**src/rtl/core/ppst_pkg.sv**
```systemverilog
// ----------------------------------------------------------------------------
// ppst_pkg
// shared types, widths and helpers for the point/plane side test
// ----------------------------------------------------------------------------
package ppst_pkg;

   localparam int COORD_W       = 32;
   localparam int SQ_W          = 64;
   localparam int MAG_W         = 63;
   localparam int LEN_W         = 33;
   localparam int ROOT_W        = 32;
   localparam int EPS_W         = 16;
   localparam int FRAC_BITS_DEF = 16;
   localparam logic [15:0] EPS_RESET = 16'd1;

   typedef enum logic [1:0] {
      SIDE_ON  = 2'd0,
      SIDE_POS = 2'd1,
      SIDE_NEG = 2'd2
   } side_type;

   typedef struct packed {
      logic signed [COORD_W-1:0] point_x;
      logic signed [COORD_W-1:0] point_y;
      logic signed [COORD_W-1:0] point_z;
      logic signed [COORD_W-1:0] vertex_x;
      logic signed [COORD_W-1:0] vertex_y;
      logic signed [COORD_W-1:0] vertex_z;
      logic signed [COORD_W-1:0] normal_x;
      logic signed [COORD_W-1:0] normal_y;
      logic signed [COORD_W-1:0] normal_z;
   } query_type;

   // front end result: squared length, dot magnitude and sign
   typedef struct packed {
      logic             zero;
      logic             neg;
      logic [MAG_W-1:0] mag;
      logic [SQ_W-1:0]  sq;
   } front_type;

   // after the root: length replaces the squared length
   typedef struct packed {
      logic             zero;
      logic             neg;
      logic [MAG_W-1:0] mag;
      logic [LEN_W-1:0] len;
   } root_type;

   typedef struct packed {
      logic             zero;
      logic             neg;
      logic [MAG_W-1:0] qmag;
   } quot_type;

   // 32-bit difference clamped to the signed 32-bit range
   function automatic logic signed [COORD_W-1:0] diff_clamp(
      input logic signed [COORD_W-1:0] a,
      input logic signed [COORD_W-1:0] b
   );
      logic signed [COORD_W:0] d;
      d = {a[COORD_W-1], a} - {b[COORD_W-1], b};
      if (d[COORD_W] != d[COORD_W-1]) begin
         diff_clamp = d[COORD_W] ? {1'b1, {(COORD_W-1){1'b0}}}
                                 : {1'b0, {(COORD_W-1){1'b1}}};
      end else begin
         diff_clamp = d[COORD_W-1:0];
      end
   endfunction

   // add two signed 64-bit values, saturate to +-(2^63-1)
   function automatic logic signed [63:0] sat_add(
      input logic signed [63:0] a,
      input logic signed [63:0] b
   );
      logic signed [64:0] s;
      s = {a[63], a} + {b[63], b};
      if (s > 65'sh0_7FFF_FFFF_FFFF_FFFF) begin
         sat_add = 64'sh7FFF_FFFF_FFFF_FFFF;
      end else if (s < -65'sh0_7FFF_FFFF_FFFF_FFFF) begin
         sat_add = -64'sh7FFF_FFFF_FFFF_FFFF;
      end else begin
         sat_add = s[63:0];
      end
   endfunction

endpackage

```
**src/rtl/core/ppst_isqrt.sv**
```systemverilog
// ----------------------------------------------------------------------------
// ppst_isqrt
// floor square root, one root bit per pipeline stage
// ----------------------------------------------------------------------------
module ppst_isqrt
   import ppst_pkg::*;
(
   input  logic      clock,
   input  logic      reset,
   input  logic      en,
   input  logic      in_valid,
   input  front_type in_data,
   output logic      out_valid,
   output root_type  out_data
);

   localparam int STEPS = ROOT_W;

   logic                    valid_ff [STEPS+1];
   logic [SQ_W-1:0]         n_ff     [STEPS+1];
   logic [ROOT_W:0]         rem_ff   [STEPS+1];
   logic [ROOT_W-1:0]       root_ff  [STEPS+1];
   logic                    zero_ff  [STEPS+1];
   logic                    neg_ff   [STEPS+1];
   logic [MAG_W-1:0]        mag_ff   [STEPS+1];

   assign valid_ff[0] = in_valid;
   assign n_ff[0]     = in_data.sq;
   assign rem_ff[0]   = '0;
   assign root_ff[0]  = '0;
   assign zero_ff[0]  = in_data.zero;
   assign neg_ff[0]   = in_data.neg;
   assign mag_ff[0]   = in_data.mag;

   for (genvar j = 0; j < STEPS; j++) begin : g_step
      logic [ROOT_W+2:0] rem_sh;
      logic [ROOT_W+2:0] trial;
      logic              take;

      assign rem_sh = {rem_ff[j], n_ff[j][SQ_W-1 -: 2]};
      assign trial  = {1'b0, root_ff[j], 2'b01};
      assign take   = rem_sh >= trial;

      always_ff @(posedge clock) begin
         if (reset) begin
            valid_ff[j+1] <= 1'b0;
         end else if (en) begin
            valid_ff[j+1] <= valid_ff[j];
         end
      end

      // remainder is at most twice the root, so it needs ROOT_W+1 bits
      always_ff @(posedge clock) begin
         if (en) begin
            n_ff[j+1]    <= {n_ff[j][SQ_W-3:0], 2'b00};
            rem_ff[j+1]  <= take ? (ROOT_W+1)'(rem_sh - trial) : rem_sh[ROOT_W:0];
            root_ff[j+1] <= {root_ff[j][ROOT_W-2:0], take};
            zero_ff[j+1] <= zero_ff[j];
            neg_ff[j+1]  <= neg_ff[j];
            mag_ff[j+1]  <= mag_ff[j];
         end
      end
   end

   assign out_valid     = valid_ff[STEPS];
   assign out_data.zero = zero_ff[STEPS];
   assign out_data.neg  = neg_ff[STEPS];
   assign out_data.mag  = mag_ff[STEPS];
   assign out_data.len  = {1'b0, root_ff[STEPS]};

endmodule

```
**config.mk**
```make
export PLATFORM = sky130hd
export DESIGN_NAME = ppst_isqrt
export DESIGN_NICKNAME = d
export VERILOG_FILES = /design/src/rtl/core/ppst_pkg.sv /design/src/rtl/core/ppst_isqrt.sv
export SDC_FILE = /design/constraint.sdc
export NUM_CORES = 2
export LEC_CHECK = 0
export BUFFER_PORTS_ARGS = -buffer_cell sky130_fd_sc_hd__buf_2
export CORE_ASPECT_RATIO = 0.75
export CORE_UTILIZATION = 50
export DETAILED_ROUTE_END_ITERATION = 8
export PLACE_DENSITY = 0.7
export SLEW_MARGIN = 20
export SYNTH_ARGS = -nofsm -noshare
export SYNTH_HDL_FRONTEND = slang
export SYNTH_SLANG_ARGS = --single-unit
```
**constraint.sdc**
```tcl
create_clock -name clock -period 4.07 [get_ports clock]
set_input_delay 0.814 -clock clock [delete_from_list [all_inputs] [get_ports clock]]
set_output_delay 0.814 -clock clock [all_outputs]
set_load 0.02 [all_outputs]
```
==> impl_metrics.yaml <==
worst_hold_path:
  hold_class: "in2reg"
  hp-start: "in_data[63]"
outcome:
  violations: "DRC"
  status: "finished, violations left"
setup_path:
  critPathCaptureType: "register"
  required_ns: 4.76
  cpMaxStageDelayCell: "or4_1"
  startpoint_type: "register"
  r2r-start: "g_step[11].rem_sh[20]$_DFFE_PP_"
  crit_chain: "or3_1 > or4_1 > or4_1 > or3_1 > nor3_1 > nand2_1 > or2_0 > buf_4 > buf_4 > mux2_2"
  critPathBufInv: 2
  critPathKind: "reg2reg"
  cpPeakStageDelay_ns: 0.51
  crit_path_max_fanout: 25
  cp_top_family: "simple AND/OR/NAND/NOR gates"
  crit_arrival_ns: 4.57
  startpoint: "g_step[11].rem_sh[20]$_DFFE_PP_"
place:
  place_area_um2: 189000
  portBuffers: 230
  gp_congestion: 0.896
  dp_hpwl_mm: 220
grt:
  antenna_found_initial: 7
  grt_pass1_wl_mm: 512
  grt_overflow: 0
  grt.total_usage_pct: 17.8
  grt_max_degree: 118
  grt_pass1_vias: 90900
pwr:
  power_density_nw_per_um2: 566
  clkPwrFrac_pct: 34.1
  internal_power_mw: 86.5
  combPwrFrac_pct: 13.8
  sw_frac_of_total_pct: 25.3
  leakagePower_nw: 75.3
  irDropWorstVdd_mv: 0.398
  seq_power_share_pct: 52.1
  p_sw_mw: 29.3
floorplanning:
  start_util_pct: 50.3
  die_w_um: 695
  ios: 232
  die_y_um: 522
  core.rowCount: 190
  die-area_um2: 363000
  core_um2: 358000
timing:
  drv_slew: 0
  rsz0062_at_grt: "false"
  tightest_slew_ns: 0.872
  holdWs_ns: 0.133
  fin_tns_setup_ns: 0
  fin_skew_ns: 0.0624
  fmax_ghz: 0.257
  fin_crit_sh_pct: 95.5
  finalHoldViolCount: 0
  max-slew-margin-rel_pct: 41.9
  finalSetupViolations: 0
  min_period_ns: 3.89
route:
  postRouteAntennaNets: 0
  vias_per_cell: 5.30
  wl_per_cell_um: 18.9
  drcViolationCount: 4
  dr.pass1.iters: 8
  drt_wl_total_mm: 326
  num_vias: 91400
  drt-initial-drc-count: 7495
clocking:
  cts_buffer_depth: 4
  tritoncts: "built"
  worst_skew_pair.late_latency_ns: 0.98
  cts_inserted_buffers: 428
  cts_sinks: 4607
  cts-htree-levels: 5
  clock-root-buffer: "clkbuf_16"
  cts_setup_buffers: 0
  clkTransAtPathRegs_ns: 0.06
job:
  maxCapViolCount: 0
logic_synthesis:
  ys_types: 89
  netlist_area_um2: 180000
  synthArstFlopShare_pct: 0
  ys.flop_type: "edfxtp_1"
  synthCells: 11200
  ys_seq_area_share_pct: 76.6
  synth_edf_count: 4575
  ys_ff_latch: 4607
  yosysWarnings: 0
  syn_area_per_cell_um2: 16.1
layout:
  fill_cells: 27200
  layout-drive-gt1-share_pct: 10.7
  nets: 12800
  design_area_um2: 205000
  area_growth_pct: 13.6
## cells in the mapped netlist (10+ instances only)
master / instances / area share [%]
o211ai_1: 36 / 0.15
buf_1: 20 / 0.042
nand2_1: 631 / 1.3
and4_1: 18 / 0.088
mux2i_1: 45 / 0.25
or3_1: 81 / 0.28
a21o_1: 279 / 1.2
and3_1: 53 / 0.18
clkbuf_1: 144 / 0.30
a211oi_1: 37 / 0.15
nor3b_1: 21 / 0.088
a311oi_1: 10 / 0.049
o2111ai_1: 14 / 0.068
a21boi_0: 39 / 0.16
nand3_1: 141 / 0.39
nor2_1: 571 / 1.2
edfxtp_1: 4575 / 76
nor2b_1: 92 / 0.32
or4_1: 60 / 0.25
dfxtp_1: 32 / 0.36
buf_4: 67 / 0.28
xor2_1: 392 / 1.9
xnor2_1: 381 / 1.9
nor4b_1: 12 / 0.058
and2_1: 28 / 0.097
nand3b_1: 21 / 0.088
inv_1: 711 / 1.5
nor4_1: 118 / 0.41
or2_2: 51 / 0.18
a211o_1: 21 / 0.10
a31o_2: 12 / 0.058
a31oi_1: 53 / 0.18
a21oi_1: 507 / 1.4
nor3_1: 217 / 0.60
o41ai_1: 11 / 0.053
nand2b_1: 109 / 0.38
o21a_1: 122 / 0.51
ha_1: 561 / 3.9
mux2_2: 68 / 0.43
o31ai_1: 72 / 0.30
nand4b_1: 15 / 0.073
o21bai_1: 40 / 0.17
o21ai_0: 497 / 1.4
nand4_1: 95 / 0.33
## cell type report
class | count | area (um^2) | area share (%)
Sequential cell | 4607 | 138000 | 67.4
Multi-Input combinational cell | 5666 | 38400 | 18.8
Clock buffer | 508 | 11100 | 5.43
Tap cell | 4800 | 6010 | 2.93
Timing Repair Buffer | 649 | 5610 | 2.74
Clock inverter | 287 | 2860 | 1.40
Inverter | 712 | 2670 | 1.31
Antenna cell | 3 | 7.51 | 0.00367
## cells by family (layout without fill, tap and decap cells)
logic type	after synthesis	count (layout)	synth area share (%)
AOI/OAI and AO/OA	1839	1839	6.36
xor gates and xnor gates	774	774	3.77
adders and majority gates	561	561	3.90
buffers and inverters	947	2156	2.12
DFF	4607	4607	76.6
muxes	113	113	0.675
other	1	5	0.00208
and+or+nand+nor	2377	2377	6.56
## flip-flops by register name, indices dropped and copies added (netlist names)
| signal | count |
|---|---|
| mag_ff | 1953 |
| g_step.rem_sh | 1037 |
| n_ff | 930 |
| g_step.trial | 496 |
| out_data | 97 |
| neg_ff | 31 |
| valid_ff | 31 |
| zero_ff | 31 |
| out_valid | 1 |
## through the flow
stage,worst slack (ns),std cells,util (%),power (mW)
after floorplan,0.424,11200,-,71.0
after global placement,0.153,16300,52.9,76.6
after detailed placement,0.220,16300,52.9,77.0
after CTS,0.153,17200,57.2,117
after global routing,0.0157,17200,57.2,121
final,0.184,17200,57.2,116
## layout by cell type (no fill, tap or decap), drive strengths merged, types with 39 or more instances in the layout
master	n
a31oi	53
nand2b	109
and3	54
o21bai	40
nor2b	92
a21boi	39
a21oi	507
nand2	632
or3	82
nand3	141
edfxtp	4575
buf	522
nor4	127
mux2i	45
inv	728
nor2	572
or2	55
a21o	279
mux2	68
o21ai	501
o21a	122
dlygate4sd3	127
or4	66
xnor2	382
xor2	392
nor3	219
clkinv	210
o31ai	72
nand4	95
clkbuf	508
ha	561
## worst paths after layout
path,cells after the start,slack [ns],end
max,10,0.18,g_step[12].rem_sh[12]$_DFFE_PP_
max reg2reg,10,0.18,g_step[12].rem_sh[12]$_DFFE_PP_
min,2,0.13,g_step[1].trial[2]$_DFFE_PP_
min reg2reg,0,0.38,n_ff[1682]$_DFFE_PP_
## repair_timing
item / 4_1_cts / 5_1_grt
setup endpoints to repair: 0 / 22
hold endpoints to repair: 127 / 0
resized for setup: 0 / 5
hold buffers: 127 / 0
## routing by layer
metal | global-route usage [%] | share of wire [%] | up-vias
met5 | 0 | 0 | -
met4 | 4.91 | 2.5 | 0
met2 | 27.3 | 45 | 2130
met1 | 26.6 | 48 | 44700
met3 | 2.66 | 4.9 | 542
li1 | - | - | 44000
## power groups by stage
stage | Combinational [mW] | Clock [mW] | Sequential, mW
floorplan | 11.0 | 0 | 60.1
global placement | 15.4 | 0 | 61.2
detailed placement | 15.7 | 0 | 61.3
CTS | 15.9 | 40.8 | 60.4
global route | 17.8 | 42.5 | 60.7
finish | 16.0 | 39.5 | 60.3
Power figures use the tool's default switching activity.
